$ cat config.mk
export PLATFORM = sky130hd
export DESIGN_NAME = length_checked_frame_deframer
export DESIGN_NICKNAME = d
export VERILOG_FILES = /design/src/rtl/core/lcfd_pkg.sv /design/src/rtl/core/lcfd_ram.sv /design/src/rtl/core/length_checked_frame_deframer.sv
export SDC_FILE = /design/constraint.sdc
export NUM_CORES = 1
export LEC_CHECK = 0
export BUFFER_PORTS_ARGS = -buffer_cell sky130_fd_sc_hd__buf_4
export CAP_MARGIN = 5
export CORE_MARGIN = 3
export CORE_UTILIZATION = 55
export DETAILED_ROUTE_END_ITERATION = 8
export PLACE_DENSITY_LB_ADDON = 0.2
export SYNTH_ARGS = -nofsm -noshare
export SYNTH_HDL_FRONTEND = slang
export SYNTH_SLANG_ARGS = --single-unit
$ cat constraint.sdc
create_clock -name clk -period 5.7 [get_ports clk]
set_clock_uncertainty 0.15 [all_clocks]
set_input_delay 0.855 -clock clk [delete_from_list [all_inputs] [get_ports clk]]
set_output_delay 0.855 -clock clk [all_outputs]
set_load 0.1 [all_outputs]
$ cat src/rtl/core/lcfd_pkg.sv
// lcfd_pkg: shared constants and types for the length checked frame deframer
// no dependencies

package lcfd_pkg;

    localparam int BUF_BYTES_DEF   = 64;
    localparam int PAYLOAD_MAX_DEF = 32;
    localparam int MAX_RESULTS     = 60;
    localparam int NRES_W          = 6;

    localparam logic [7:0] CPL_MASK    = 8'hFF;
    localparam logic [7:0] MIN_LEN     = 8'd5;
    localparam logic [7:0] HDR_CHK_LEN = 8'd4;
    localparam logic [7:0] LEN_OFS     = 8'd1;
    localparam logic [7:0] NLEN_OFS    = 8'd2;
    localparam logic [7:0] CMD_OFS     = 8'd3;

    typedef enum logic [3:0] {
        ST_IDLE,
        ST_HDR1,
        ST_HDR2,
        ST_HDR3,
        ST_SUM,
        ST_SUM_END,
        ST_CHECK,
        ST_EMIT_RD,
        ST_EMIT_LD,
        ST_EMIT_HOLD
    } lcfd_state_t;

endpackage

$ cat src/rtl/core/lcfd_ram.sv
// lcfd_ram: generic single write, single read ram with registered read
// no dependencies

module lcfd_ram #(
    parameter int WIDTH = 8,
    parameter int DEPTH = 64
) (
    input  logic                     clk,
    input  logic                     we,
    input  logic [$clog2(DEPTH)-1:0] waddr,
    input  logic [WIDTH-1:0]         wdata,
    input  logic [$clog2(DEPTH)-1:0] raddr,
    output logic [WIDTH-1:0]         rdata
);

    logic [WIDTH-1:0] mem [DEPTH];

    always_ff @(posedge clk)
    begin
        if (we)
        begin
            mem[waddr] <= wdata;
        end
        rdata <= mem[raddr];
    end

endmodule

$ cat src/rtl/core/length_checked_frame_deframer.sv
// length_checked_frame_deframer: top level, window memory and scan sequencer
// depends on lcfd_pkg and lcfd_ram

// Received bytes go into a circular window held in one ram. After each byte the
// sequencer scans the window head: it reads and tests the header, sums a
// candidate of length L through the single read port, and delivers each payload
// byte by read, load and hand over. A bad header or checksum drops one byte and
// the scan restarts. The scan ends without a header test while fewer than three
// bytes are held. in_stall stays high until the scan is done. No clearing pass
// is needed after reset.

module length_checked_frame_deframer #(
    parameter int BUF_BYTES   = lcfd_pkg::BUF_BYTES_DEF,
    parameter int PAYLOAD_MAX = lcfd_pkg::PAYLOAD_MAX_DEF
) (
    input  logic       clk,
    input  logic       rst_n,
    input  logic       in_valid,
    output logic       in_stall,
    input  logic [7:0] rx_data,
    output logic       out_valid,
    input  logic       out_stall,
    output logic [7:0] frame_addr,
    output logic [6:0] frame_len,
    output logic [5:0] payload_len,
    output logic [4:0] byte_index,
    output logic [7:0] payload_byte,
    output logic [7:0] frame_check,
    output logic       truncated,
    output logic       last_of_frame
);

    import lcfd_pkg::*;

    localparam int AW = $clog2(BUF_BYTES);
    localparam int CW = $clog2(BUF_BYTES + 1);
    localparam logic [8:0] BUF9 = 9'(BUF_BYTES);
    localparam logic [7:0] BUF8 = 8'(BUF_BYTES);
    localparam logic [7:0] PMAX8 = 8'(PAYLOAD_MAX);
    localparam logic [NRES_W-1:0] NRES_MAX = NRES_W'(MAX_RESULTS);

    lcfd_state_t state_reg, state_next;

    logic [AW-1:0]     head_reg;
    logic [CW-1:0]     count_reg;
    logic [7:0]        len_reg;
    logic [7:0]        idx_reg;
    logic [7:0]        pidx_reg;
    logic              pend_reg;
    logic [7:0]        sum_reg;
    logic [7:0]        addr_reg;
    logic [7:0]        chk_reg;
    logic [7:0]        k_reg;
    logic [NRES_W-1:0] nres_reg;
    logic              out_valid_reg;

    logic [7:0] ofrm_addr_reg, ofrm_chk_reg, obyte_reg;
    logic [6:0] olen_reg;
    logic [5:0] ocap_reg;
    logic [4:0] oidx_reg;
    logic       otrunc_reg, olast_reg;

    logic          ram_we;
    logic [AW-1:0] ram_waddr, ram_raddr;
    logic [7:0]    ram_rdata;
    logic [7:0]    rd_ofs;

    logic       in_acc, out_acc;
    logic       hdr_bad, short_win, chk_bad, last_k;
    logic [7:0] total, cap;

    function automatic logic [AW-1:0] wrap_addr(input logic [AW-1:0] base, input logic [7:0] ofs);
        logic [8:0] s;
        s = 9'(base) + 9'(ofs);
        if (s >= BUF9)
        begin
            s = s - BUF9;
        end
        return s[AW-1:0];
    endfunction

    lcfd_ram #(
        .WIDTH(8),
        .DEPTH(BUF_BYTES)
    ) u_win_ram (
        .clk  (clk),
        .we   (ram_we),
        .waddr(ram_waddr),
        .wdata(rx_data),
        .raddr(ram_raddr),
        .rdata(ram_rdata)
    );

    assign in_acc    = in_valid && !in_stall;
    assign out_acc   = out_valid_reg && !out_stall;
    assign total     = len_reg - HDR_CHK_LEN;
    assign cap       = (total > PMAX8) ? PMAX8 : total;
    assign last_k    = (k_reg + 8'd1) == cap;
    assign hdr_bad   = ((len_reg ^ ram_rdata) != CPL_MASK) || (len_reg < MIN_LEN)
                       || (len_reg > BUF8);
    assign short_win = 9'(count_reg) < 9'(len_reg);
    assign chk_bad   = (8'd0 - sum_reg) != chk_reg;
    assign ram_waddr = wrap_addr(head_reg, 8'(count_reg));

    // next state
    always_comb
    begin
        state_next = state_reg;
        case (state_reg)
            ST_IDLE:
            begin
                if (in_valid)
                begin
                    state_next = ST_HDR1;
                end
            end
            ST_HDR1:
            begin
                state_next = (count_reg < CW'(3)) ? ST_IDLE : ST_HDR2;
            end
            ST_HDR2:
            begin
                state_next = ST_HDR3;
            end
            ST_HDR3:
            begin
                if (hdr_bad)
                begin
                    state_next = ST_HDR1;
                end
                else if (short_win)
                begin
                    state_next = ST_IDLE;
                end
                else
                begin
                    state_next = ST_SUM;
                end
            end
            ST_SUM:
            begin
                if (idx_reg == len_reg - 8'd1)
                begin
                    state_next = ST_SUM_END;
                end
            end
            ST_SUM_END:
            begin
                state_next = ST_CHECK;
            end
            ST_CHECK:
            begin
                state_next = chk_bad ? ST_HDR1 : ST_EMIT_RD;
            end
            ST_EMIT_RD:
            begin
                state_next = (nres_reg >= NRES_MAX) ? ST_HDR1 : ST_EMIT_LD;
            end
            ST_EMIT_LD:
            begin
                state_next = ST_EMIT_HOLD;
            end
            ST_EMIT_HOLD:
            begin
                if (out_acc)
                begin
                    state_next = last_k ? ST_HDR1 : ST_EMIT_RD;
                end
            end
            default:
            begin
                state_next = ST_IDLE;
            end
        endcase
    end

    // outputs
    always_comb
    begin
        in_stall = 1'b1;
        ram_we   = 1'b0;
        rd_ofs   = LEN_OFS;
        case (state_reg)
            ST_IDLE:
            begin
                in_stall = 1'b0;
                ram_we   = in_valid;
            end
            ST_HDR1:      rd_ofs = LEN_OFS;
            ST_HDR2:      rd_ofs = NLEN_OFS;
            ST_SUM:       rd_ofs = idx_reg;
            ST_EMIT_RD:   rd_ofs = CMD_OFS + k_reg;
            default:      rd_ofs = LEN_OFS;
        endcase
        ram_raddr = wrap_addr(head_reg, rd_ofs);
    end

    always_ff @(posedge clk or negedge rst_n)
    begin
        if (!rst_n)
        begin
            state_reg     <= ST_IDLE;
            head_reg      <= '0;
            count_reg     <= '0;
            pend_reg      <= 1'b0;
            out_valid_reg <= 1'b0;
            nres_reg      <= '0;
        end
        else
        begin
            state_reg <= state_next;
            pend_reg  <= (state_reg == ST_SUM);
            if (out_acc)
            begin
                out_valid_reg <= 1'b0;
            end
            case (state_reg)
                ST_IDLE:
                begin
                    if (in_acc)
                    begin
                        nres_reg <= '0;
                        if (count_reg == CW'(BUF_BYTES))
                        begin
                            head_reg <= wrap_addr(head_reg, 8'd1);
                        end
                        else
                        begin
                            count_reg <= count_reg + CW'(1);
                        end
                    end
                end
                ST_HDR3:
                begin
                    if (hdr_bad)
                    begin
                        head_reg  <= wrap_addr(head_reg, 8'd1);
                        count_reg <= count_reg - CW'(1);
                    end
                end
                ST_CHECK:
                begin
                    if (chk_bad)
                    begin
                        head_reg  <= wrap_addr(head_reg, 8'd1);
                        count_reg <= count_reg - CW'(1);
                    end
                end
                ST_EMIT_RD:
                begin
                    if (nres_reg >= NRES_MAX)
                    begin
                        head_reg  <= wrap_addr(head_reg, len_reg);
                        count_reg <= count_reg - CW'(len_reg);
                    end
                end
                ST_EMIT_LD:
                begin
                    out_valid_reg <= 1'b1;
                    nres_reg      <= nres_reg + NRES_W'(1);
                end
                ST_EMIT_HOLD:
                begin
                    if (out_acc && last_k)
                    begin
                        head_reg  <= wrap_addr(head_reg, len_reg);
                        count_reg <= count_reg - CW'(len_reg);
                    end
                end
                default:
                begin
                end
            endcase
        end
    end

    // datapath, no reset
    always_ff @(posedge clk)
    begin
        case (state_reg)
            ST_HDR2:
            begin
                len_reg <= ram_rdata;
            end
            ST_HDR3:
            begin
                idx_reg <= '0;
                sum_reg <= '0;
            end
            ST_SUM:
            begin
                idx_reg  <= idx_reg + 8'd1;
                pidx_reg <= idx_reg;
            end
            ST_CHECK:
            begin
                k_reg <= '0;
            end
            ST_EMIT_LD:
            begin
                ofrm_addr_reg <= addr_reg;
                ofrm_chk_reg  <= chk_reg;
                obyte_reg     <= ram_rdata;
                olen_reg      <= len_reg[6:0];
                ocap_reg      <= cap[5:0];
                oidx_reg      <= k_reg[4:0];
                otrunc_reg    <= total > PMAX8;
                olast_reg     <= last_k;
            end
            ST_EMIT_HOLD:
            begin
                if (out_acc)
                begin
                    k_reg <= k_reg + 8'd1;
                end
            end
            default:
            begin
            end
        endcase
        // sum pipeline, read data arrives in the cycle after its address
        if (pend_reg)
        begin
            if (pidx_reg == 8'd0)
            begin
                addr_reg <= ram_rdata;
            end
            if (pidx_reg == len_reg - 8'd1)
            begin
                chk_reg <= ram_rdata;
            end
            else
            begin
                sum_reg <= sum_reg + ram_rdata;
            end
        end
    end

    assign out_valid     = out_valid_reg;
    assign frame_addr    = ofrm_addr_reg;
    assign frame_len     = olen_reg;
    assign payload_len   = ocap_reg;
    assign byte_index    = oidx_reg;
    assign payload_byte  = obyte_reg;
    assign frame_check   = ofrm_chk_reg;
    assign truncated     = otrunc_reg;
    assign last_of_frame = olast_reg;

`ifndef ASSERT_OFF
    a_idle_no_out: assert property (@(posedge clk) disable iff (!rst_n)
        !in_stall |-> !out_valid)
        else $error("result pending while taking requests");

    a_count_bound: assert property (@(posedge clk) disable iff (!rst_n)
        9'(count_reg) <= BUF9)
        else $error("window count above capacity");

    a_last_clears: assert property (@(posedge clk) disable iff (!rst_n)
        out_valid && !out_stall && last_of_frame |=> !out_valid)
        else $error("result after last of frame");
`endif

endmodule
==> summary.txt, run 1 <==
Floorplan
  – Die area: 51820 um2
  – Die width: 227.7 um
  – Floorplan row count: 80
  – Die Ht: 227.7 um
  – I/O pin total: 58
  – Core Area: 48150 um2
  – Starting Density: 0.5612

Place
  – GPL Wtd Cong: 0.8820
  – Port bufs: 57
  – HPWL after DPL: 35.81 mm
  – Placed Instance Area: 28230 um2

Setup path
  – Worst Setup End Kind: flip-flop
  – FF-to-FF End: u_win_ram.rdata[1]
  – WP data arrival: 5.18 ns
  – Worst setup SP type: flip-flop
  – Setup slack, reg-to-reg: 0.82 ns
  – Cell count of the worst reg-to-reg path: 11
  – Kind of critical path: reg2reg
  – Critical path peak fanout: 64
  – Worst r2r src: state_reg[1]
  – Worst Path Required: 6.00 ns

Power
  – Leakage power: 10.04 nW
  – PwrDens: 598.6 nW/um2
  – Peak supply drop: 0.0007422 V

Routing
  – Drc violations: 0
  – Total wire length: 56.63 mm
  – Initial drt markers: 1517
  – Avg WL per Cell: 25.02 um
  – Detail Route Antenna Nets: 0
  – DR pass1 iterations: 5
  – Average vias per placed instance: 6.094
  – Via count: 13790

Yosys
  – Synth Area in Compound Gates: 0.03329
  – Simple-gate share of the synthesized area: 0.05084
  – Post-synth EDFFs: 604
  – Mux contribution to synthesized area: 0.1415
  – Syn Area/Cell: 18.26 um2
  – Synth Area in Adders: 0.02362
  – Mapped Area: 27020 um2
  – Number of distinct library cells after synthesis: 71
  – Top_reg_cell synth: edfxtp_1
  – Largest family of logic cells by synthesized area: multiplexers
  – Xor and xnor area share after synthesis: 0.03033
  – Ys Warns: 0
  – Share of flip-flops with an asynchronous set or reset: 0.03876
  – Syn Inst Count: 1480
  – Post-synthesis sequential area ratio: 0.7062
  – Syn Nets: 1540
  – FF+latch count, synth: 645

Final layout
  – Finished Cell Area: 30230 um2
  – Max reg flops: 512
  – Ant diodes: 0
  – Top reg by flops: u_win_ram.mem
  – Most common cell after layout, fill and taps aside: edfxtp_1
  – Area grow syn2layout: 11.87%
  – Most frequent cells in the layout: edfxtp_1 (604), mux4_2 (160), nor2_1 (123)
  – Share of cells above drive strength 1: 0.2147
  – Final nets: 1622

Global routing
  – Total gr overflow: 0
  – Largest net degree at the start of global routing: 65
  – Initial antenna violation count: 0
  – Vias in the first global route: 14070
  – GRT Util Overall: 0.2267
  – First-pass GRT wire length: 86.85 mm

CTS
  – CTS buffer count: 66
  – Clk Latency, worst-skew pair: 0.58 ns
  – TritonCTS clock tree: yes
  – Clock sink count: 645
  – Clock-pin slew on the worst setup and hold paths: 0.06 ns
  – Post-CTS setup buffer count: 0
  – CTS resizes: 0
  – Clock Path Buffers: 3
  – CTS Hold Bufs: 0
  – Clock root buffer: clkbuf_16
  – H-Tree Depth: 3

STA
  – Worst-Margin Slew: 1.171 ns
  – Final setup fails: 0
  – Unrepaired setup endpoints after global routing: false
  – Fin. max-slew vios: 0
  – Worst rel slew slack: 0.2164
  – Fin Setup TNS: 0 ns
  – Final hold violation count: 0
  – FMAX: 205.0 MHz
  – Min Tclk post-route: 4.879 ns
  – Final Cycle Share: 0.8560

Outcome
  – Status: finished, final reports clean

Worst hold path
  – Hold Path Class: in2async

Run
  – Max-cap violations: 0
==> worst max-delay path, stage by stage, from the launching register on <==
cell and delay (ns):
dfrtp_1 0.66, nor2_1 0.15, nand2_1 0.29, inv_1 0.30
a211o_1 0.41, fa_4 0.86, buf_12 0.35, mux4_2 0.39
mux4_2 0.50, nor2b_1 0.16, a211oi_1 0.42, a21oi_1 0.08
==> cells in the mapped netlist (all sizes together) (3+ instances only) <==
| cell | count | area (um2) |
|---|---|---|
| nor2b | 12 | 75.07 |
| a31oi | 4 | 40.04 |
| o211ai | 3 | 22.52 |
| edfxtp | 604 | 18140 |
| or3 | 3 | 18.77 |
| mux2 | 9 | 120.1 |
| clkbuf | 39 | 146.4 |
| buf | 20 | 108.9 |
| nor2 | 123 | 461.7 |
| nand2 | 48 | 180.2 |
| fa | 5 | 100.1 |
| dfrtp | 25 | 625.6 |
| and2 | 4 | 26.28 |
| inv | 33 | 123.9 |
| mux2i | 10 | 100.1 |
| o21ai | 30 | 150.1 |
| nor4 | 6 | 37.54 |
| a211oi | 11 | 87.58 |
| nand4 | 10 | 62.56 |
| mux4 | 160 | 3603 |
| a21oi | 41 | 209.0 |
| nor3b | 4 | 35.03 |
| and3 | 8 | 50.05 |
| ha | 43 | 538.0 |
| nand3 | 34 | 170.2 |
| or4 | 3 | 22.52 |
| xnor2 | 54 | 473.0 |
| a21boi | 3 | 22.52 |
| nor3 | 11 | 55.05 |
| nand2b | 10 | 62.56 |
| xor2 | 34 | 297.8 |
| a21o | 16 | 120.1 |
| o21bai | 6 | 45.04 |
| dfxtp | 16 | 320.3 |
==> power breakdown <==
| group | internal [mW] | switching, mW | leakage [nW] | total (mW) |
|---|---|---|---|---|
| combinational | 3.96 | 4.24 | 3.19 | 8.20 |
| sequential | 5.53 | 0.333 | 5.88 | 5.86 |
| clock | 2.33 | 1.70 | 0.971 | 4.03 |
==> area by class of cell <==
| cell class | count | area (um2) |
|---|---|---|
| Clock inverter | 26 | 212.7 |
| Multi-Input combinational cell | 742 | 7604 |
| Inverter | 34 | 127.6 |
| Clock buffer | 87 | 1782 |
| Fill cell | 3290 | 17920 |
| Tap cell | 656 | 820.8 |
| Timing Repair Buffer | 73 | 598.1 |
| Sequential cell | 645 | 19080 |
==> routing by layer <==
metal  track usage  vias up  share of wire
met1        0.3183     7084           0.41
met3       0.03956       92          0.070
li1              -     6053              -
met5             0        -              0
met2        0.3673      562           0.49
met4       0.07692        0          0.027
==> how the worst max path moves through the flow <==
stage,to,startpoint,slack (ns)
floorplan,u_win_ram.rdata[5],state_reg[1],1.43
global placement,u_win_ram.rdata[1],state_reg[1],0.88
detailed placement,u_win_ram.rdata[1],state_reg[1],0.78
CTS,u_win_ram.rdata[1],state_reg[1],0.77
global route,u_win_ram.rdata[1],state_reg[1],0.55
finish,u_win_ram.rdata[1],state_reg[1],0.82
==> cell families after synthesis <==
group / Yosys count
flops: 645
xor+xnor: 90
mux: 179
fa+ha+maj: 48
buf+inv: 93
simple gates: 289
compound gates: 136
==> metrics by stage <==
step / util / std cells / setup WS [ns] / power, mW / hold WS (ns)
finish: 0.6278 / 2263 / 0.8209 / 18.10 / 0.03729
global route: 0.6278 / 2263 / 0.5526 / 18.96 / 0.05781
CTS: 0.6278 / 2263 / 0.7747 / 18.24 / 0.03604
detailed placement: 0.5864 / 2150 / 0.7836 / 14.21 / 0.2571
global placement: 0.5864 / 2150 / 0.8767 / 14.13 / 0.2516
floorplan: - / 1480 / 1.430 / 11.80 / 0.2503
No activity file was read; power rests on OpenSTA's default activity.
==> run 2: changes to the inputs <==
--- a/config.mk
+++ b/config.mk
@@ -5,11 +5,11 @@
 export SDC_FILE = /design/constraint.sdc
 export NUM_CORES = 1
 export LEC_CHECK = 0
-export BUFFER_PORTS_ARGS = -buffer_cell sky130_fd_sc_hd__buf_4
 export CAP_MARGIN = 5
 export CORE_MARGIN = 3
 export CORE_UTILIZATION = 55
 export DETAILED_ROUTE_END_ITERATION = 8
+export DONT_BUFFER_PORTS = 1
 export PLACE_DENSITY_LB_ADDON = 0.2
 export SYNTH_ARGS = -nofsm -noshare
 export SYNTH_HDL_FRONTEND = slang
==> run 2 against run 1 <==
Net effect:
- combinational power barely moved
- critical path depth fell by 1
- total power up 1.9%
- critical path type unchanged
- critical endpoint is now u_win_ram.rdata[0]
- largest cell class unchanged
- highest routed layer unchanged
==> summary.txt, run 2 (synthesis gave the netlist of run 1 again) <==
Floorplan
  – Core Area: 48150 um2 (unchanged)
  – I/O pin total: 58 (unchanged)
  – Floorplan row count: 80 (unchanged)
  – Starting Density: 0.5612 (unchanged)
  – Die Ht: 227.7 um (unchanged)
  – Die area: 51820 um2 (unchanged)
  – Die width: 227.7 um (unchanged)

STA
  – Hold_ws: 0.2095 ns (+0.1722 ns)
  – Min Tclk post-route: 5.058 ns (+0.1792 ns)
  – Final setup fails: 0 (unchanged)
  – Final Cycle Share: 0.8874 (+0.03143)
  – Worst rel slew slack: 0.1923 (-0.02401)
  – Fin. max-slew vios: 0 (unchanged)
  – Worst-Margin Slew: 1.199 ns (+0.02767 ns)
  – Unrepaired setup endpoints after global routing: false
  – Fin Setup TNS: 0 ns (unchanged)
  – FMAX: 197.7 MHz (-3.5%)
  – Final hold violation count: 0 (unchanged)

Setup path
  – Worst r2r src: state_reg[1]
  – Cell count of the worst reg-to-reg path: 10 (-1)
  – Setup slack, reg-to-reg: 0.64 ns (-0.18 ns)
  – Kind of critical path: reg2reg
  – FF-to-FF End: u_win_ram.rdata[0]
  – WP data arrival: 5.36 ns (+0.18 ns)
  – CP max stage cell: fa_4
  – Worst Setup End Kind: flip-flop
  – CP cell instances: nor2_1 > nand2_1 > inv_1 > a211o_1 > fa_4 > buf_12 > mux4_2 > mux4_2 > a211oi_1 > a21oi_1
  – Worst Path Required: 6.00 ns (about the same)
  – Critical path peak fanout: 96 (+50%)
  – Worst setup SP type: flip-flop
  – CP dominant cell by count: mux4_2
  – Largest stage delay, worst path: 0.83 ns (-0.03 ns)

Place
  – HPWL after DPL: 36.32 mm (+1.4%)
  – Dpl cells: 2094 (-2.6%)
  – Port bufs: 0 (-100%)
  – GPL Wtd Cong: 0.8742 (-0.88%)

Final layout
  – Share of cells above drive strength 1: 0.1937 (-0.02095)
  – Multi-input combinational cell area: 7604 um2 (unchanged)
  – Non-Filler Instances: 2220 (-1.9%)
  – Final nets: 1569 (-3.3%)
  – Most common cell after layout, fill and taps aside: edfxtp_1
  – Max reg flops: 512 (unchanged)
  – Util after Layout: 0.6245 (-0.003379)
  – Top reg by flops: u_win_ram.mem
  – Sequential standard cell area: 19080 um2 (unchanged)
  – Area grow syn2layout: 11.27%
  – # fillers: 3361 (+2.2%)
  – Most frequent cells in the layout: edfxtp_1 (604), mux4_2 (160), nor2_1 (123)
  – Ant diodes: 0 (unchanged)

CTS
  – CTS Hold Bufs: 2 (+2)
  – Clock-pin slew on the worst setup and hold paths: 0.06 ns (about the same)
  – Clk Latency, worst-skew pair: 0.59 ns (about the same)
  – TritonCTS clock tree: yes
  – Post-CTS setup buffer count: 0 (unchanged)
  – H-Tree Depth: 3 (unchanged)
  – CTS resizes: 0 (unchanged)
  – CTS buffer count: 67 (+1.5%)
  – Clock root buffer: clkbuf_16
  – Clock sink count: 645 (unchanged)
  – Clock Path Buffers: 3 (unchanged)

Worst hold path
  – WHS Path Cells: 0
  – Hold EP: u_win_ram.mem[45][3]
  – Hold Path Class: in2reg
  – HP Start: rx_data[3]

Routing
  – Average vias per placed instance: 6.132 (+0.63%)
  – Drc violations: 0 (unchanged)
  – Via count: 13610 (-1.3%)
  – Initial drt markers: 1224 (-19%)
  – Detail Route Antenna Nets: 0 (unchanged)
  – DR pass1 iterations: 5 (unchanged)
  – Total wire length: 58.22 mm (+2.8%)
  – Avg WL per Cell: 26.22 um (+4.8%)

Outcome
  – Status: finished, final reports clean

Run
  – Max-cap violations: 0 (unchanged)

Power
  – Peak supply drop: 0.0007847 V (+5.7%)
  – PwrDens: 613.1 nW/um2 (+2.4%)
  – Leakage power: 9.899 nW (-1.4%)

Global routing
  – First-pass GRT wire length: 89.83 mm (+3.4%)
  – Initial antenna violation count: 0 (unchanged)
  – Largest net degree at the start of global routing: 97 (+49%)
  – Total gr overflow: 0 (unchanged)
  – GRT Util Overall: 0.2367 (+0.009997)
  – Vias in the first global route: 14000 (-0.53%)
==> run 2: area by class of cell <==
class | instances | area share
Timing Repair Buffer | 19 | 0.006908
Sequential cell | 645 | 0.6347
Clock inverter | 32 | 0.01190
Clock buffer | 92 | 0.06201
Multi-Input combinational cell | 742 | 0.2529
Inverter | 34 | 0.004245
Tap cell | 656 | 0.02730
==> run 2: worst max-delay path: cells and delay by family, from the launching register on <==
| family | cells | cell delay, ns |
|---|---|---|
| buf+inv | 2 | 0.67 |
| flops | 1 | 0.66 |
| fa+ha+maj | 1 | 0.83 |
| mux | 2 | 0.92 |
| simple gates | 2 | 0.50 |
| compound gates | 3 | 0.95 |
==> run 2: how the worst max path moves through the flow <==
stage            startpoint                  to  slack (ns)  depth (start not counted)
6_report       state_reg[1]  u_win_ram.rdata[0]        0.64                         10
5_1_grt        state_reg[1]  u_win_ram.rdata[0]        0.44                         11
4_1_cts        state_reg[1]  u_win_ram.rdata[0]        0.63                         11
3_5_place_dp   state_reg[1]  u_win_ram.rdata[0]        0.65                         11
3_3_place_gp   state_reg[1]  u_win_ram.rdata[0]        0.81                         11
2_1_floorplan  state_reg[1]  u_win_ram.rdata[5]        1.43                         12
==> run 2: layer usage <==
layer  track usage  vias up  wire [um]
met5             0        -          0
met4       0.08138        0       1768
li1              -     5964          -
met2        0.3807      483      28510
met3       0.04675      106       4003
met1        0.3302     7061      23940
==> run 2: power by group <==
| group | internal (mW) | total, mW | switching, mW |
|---|---|---|---|
| clock network | 2.62 | 4.39 | 1.77 |
| logic | 3.96 | 8.18 | 4.21 |
| registers | 5.53 | 5.87 | 0.336 |
| total | 12.1 | 18.4 | 6.32 |
==> run 2: through the flow <==
| step | instance area, um2 | power, mW | setup WS (ns) |
|---|---|---|---|
| final | 30070 | 18.43 | 0.6418 |
| after global routing | 30070 | 19.36 | 0.4417 |
| after CTS | 30070 | 18.61 | 0.6322 |
| after detailed placement | 27810 | 14.19 | 0.6510 |
| after global placement | 27810 | 14.10 | 0.8077 |
| after floorplan | 27020 | 11.80 | 1.430 |
==> run 3: changes to the inputs <==
--- a/config.mk
+++ b/config.mk
@@ -10,7 +10,7 @@
 export CORE_UTILIZATION = 55
 export DETAILED_ROUTE_END_ITERATION = 8
 export DONT_BUFFER_PORTS = 1
-export PLACE_DENSITY_LB_ADDON = 0.2
+export PLACE_DENSITY = 0.73
 export SYNTH_ARGS = -nofsm -noshare
 export SYNTH_HDL_FRONTEND = slang
 export SYNTH_SLANG_ARGS = --single-unit
==> run 3 against run 2 <==
Net effect:
- register-to-register slack got worse by 0.06 ns
- clock power decreased by 7.7%
- final area is 0.44% lower
- die area unchanged
- first-iteration DRC count rose by 10%
- sequential power about the same
- critical path type unchanged
- largest cell class unchanged
- largest power group unchanged
==> summary.txt, run 3 (synthesis gave the netlist of run 1 again) <==
Outcome
  – Status: finished, final reports clean

CTS
  – TritonCTS clock tree: yes
  – CTS resizes: 0 (unchanged)
  – Clock-pin slew on the worst setup and hold paths: 0.07 ns (about the same)
  – CTS Hold Bufs: 2 (unchanged)
  – Clock sink count: 645 (unchanged)
  – H-Tree Depth: 2 (-1)
  – Clock root buffer: clkbuf_16
  – Clk Latency, worst-skew pair: 0.63 ns (+0.04 ns)
  – Clock Path Buffers: 3 (unchanged)
  – CTS buffer count: 61 (-9.0%)
  – Post-CTS setup buffer count: 0 (unchanged)

STA
  – Final hold violation count: 0 (unchanged)
  – Final setup fails: 0 (unchanged)
  – Fin. max-slew vios: 0 (unchanged)
  – Min Tclk post-route: 5.120 ns (+0.06194 ns)
  – Final Cycle Share: 0.8983 (+0.01087)
  – FMAX: 195.3 MHz (-1.2%)
  – Unrepaired setup endpoints after global routing: false
  – Fin Setup TNS: 0 ns (unchanged)
  – Worst-Margin Slew: 1.166 ns (-0.03284 ns)
  – Worst rel slew slack: 0.2198 (+0.02747)

Final layout
  – Final nets: 1568 (-0.064%)
  – Most common cell after layout, fill and taps aside: edfxtp_1
  – Non-Filler Instances: 2214 (-0.27%)
  – # fillers: 3326 (-1.0%)
  – Multi-input combinational cell area: 7609 um2 (about the same)
  – Sequential standard cell area: 19080 um2 (unchanged)
  – Top reg by flops: u_win_ram.mem
  – Max reg flops: 512 (unchanged)
  – Ant diodes: 0 (unchanged)
  – Most frequent cells in the layout: edfxtp_1 (604), mux4_2 (160), nor2_1 (123)
  – Util after Layout: 0.6217 (-0.002754)
  – Area grow syn2layout: 10.78%
  – Share of cells above drive strength 1: 0.1926 (-0.001179)

Routing
  – Avg WL per Cell: 26.43 um (+0.80%)
  – Average vias per placed instance: 6.150 (+0.28%)
  – Via count: 13620 (+0.0073%)
  – Detail Route Antenna Nets: 0 (unchanged)
  – DR pass1 iterations: 5 (unchanged)
  – Drc violations: 0 (unchanged)
  – Initial drt markers: 1348 (+10%)
  – Total wire length: 58.52 mm (+0.53%)

Setup path
  – CP Launch Point: state_reg[3]
  – Worst r2r src: state_reg[3]
  – Kind of critical path: reg2reg
  – Worst setup SP type: flip-flop
  – WP data arrival: 5.44 ns (+0.08 ns)
  – Critical path peak fanout: 28 (-71%)
  – Worst Path Required: 6.02 ns (+0.02 ns)
  – Worst Setup End Kind: flip-flop

Global routing
  – GRT Util Overall: 0.2346 (-0.002078)
  – Initial antenna violation count: 0 (unchanged)
  – First-pass GRT wire length: 88.74 mm (-1.2%)
  – Total gr overflow: 0 (unchanged)
  – Vias in the first global route: 13840 (-1.1%)
  – Largest net degree at the start of global routing: 65 (-33%)

Run
  – Max-cap violations: 0 (unchanged)

Floorplan
  – Die width: 227.7 um (unchanged)
  – Starting Density: 0.5612 (unchanged)
  – Core Area: 48150 um2 (unchanged)
  – Floorplan row count: 80 (unchanged)
  – Die Ht: 227.7 um (unchanged)
  – I/O pin total: 58 (unchanged)
  – Die area: 51820 um2 (unchanged)

Place
  – Port bufs: 0 (unchanged)
  – GPL Wtd Cong: 0.8931 (+2.2%)
  – Dpl cells: 2099 (+0.24%)
  – HPWL after DPL: 36.81 mm (+1.4%)

Worst hold path
  – HP Start: rx_data[7]
  – Hold Path Class: in2reg

Power
  – PwrDens: 609.3 nW/um2 (-0.62%)
  – Peak supply drop: 0.0004867 V (-38%)
  – Leakage power: 9.839 nW (-0.60%)
run 3: worst paths after layout:
kind / cells after the start / slack [ns] / end
setup / recovery: 11 / 0.58 / u_win_ram.rdata[2]
hold / removal: 0 / 0.19 / u_win_ram.mem[28][7]
setup reg to reg: 11 / 0.58 / u_win_ram.rdata[2]
hold reg to reg: 0 / 0.27 / frame_addr[4]
max in group asynchronous: 2 / 4.69 / pend_reg
min in group asynchronous: 2 / 0.53 / out_valid
run 3: per-stage QoR:
| step | instance area (um2) | power (mW) | hold slack, ns | worst slack (ns) |
|---|---|---|---|---|
| 2_1_floorplan | 27020 | 11.80 | 0.2503 | 1.430 |
| 3_3_place_gp | 27890 | 14.18 | 0.2528 | 0.7369 |
| 3_5_place_dp | 27890 | 14.30 | 0.2545 | 0.6842 |
| 4_1_cts | 29930 | 18.39 | 0.1438 | 0.6022 |
| 5_1_grt | 29930 | 19.12 | 0.1556 | 0.2880 |
| 6_report | 29930 | 18.24 | 0.1877 | 0.5798 |
run 3: metal layers:
metal / GRT usage / part of all wire
met3: 0.05304 / 0.079
met4: 0.08846 / 0.036
met2: 0.3728 / 0.48
met5: 0 / 0
met1: 0.3235 / 0.40
run 3: final cells by class:
cell class                 instances  share of cell area
multi-input combinational        742              0.2542
inverter                          34            0.004264
tap                              656             0.02742
clock inverter                    35             0.01329
sequential                       645              0.6375
clock buffer                      78             0.05384
timing repair buffer              24            0.009447
run 3: worst max-delay path, stage by stage (launching register included):
cell and delay [ns]:
dfrtp_1 0.61, nor2b_1 0.14, nand2_1 0.27, inv_1 0.29
a211o_1 0.40, fa_4 1.17, buf_4 0.35, mux4_2 0.35
mux4_2 0.46, nor2b_1 0.14, a211oi_1 0.53, a21oi_1 0.08
run 3: power by group:
group | internal (mW) | total (mW) | switching (mW)
combinational | 4.07 | 8.31 | 4.23
clock | 2.36 | 4.05 | 1.69
sequential | 5.53 | 5.88 | 0.349
total | 12.0 | 18.2 | 6.27
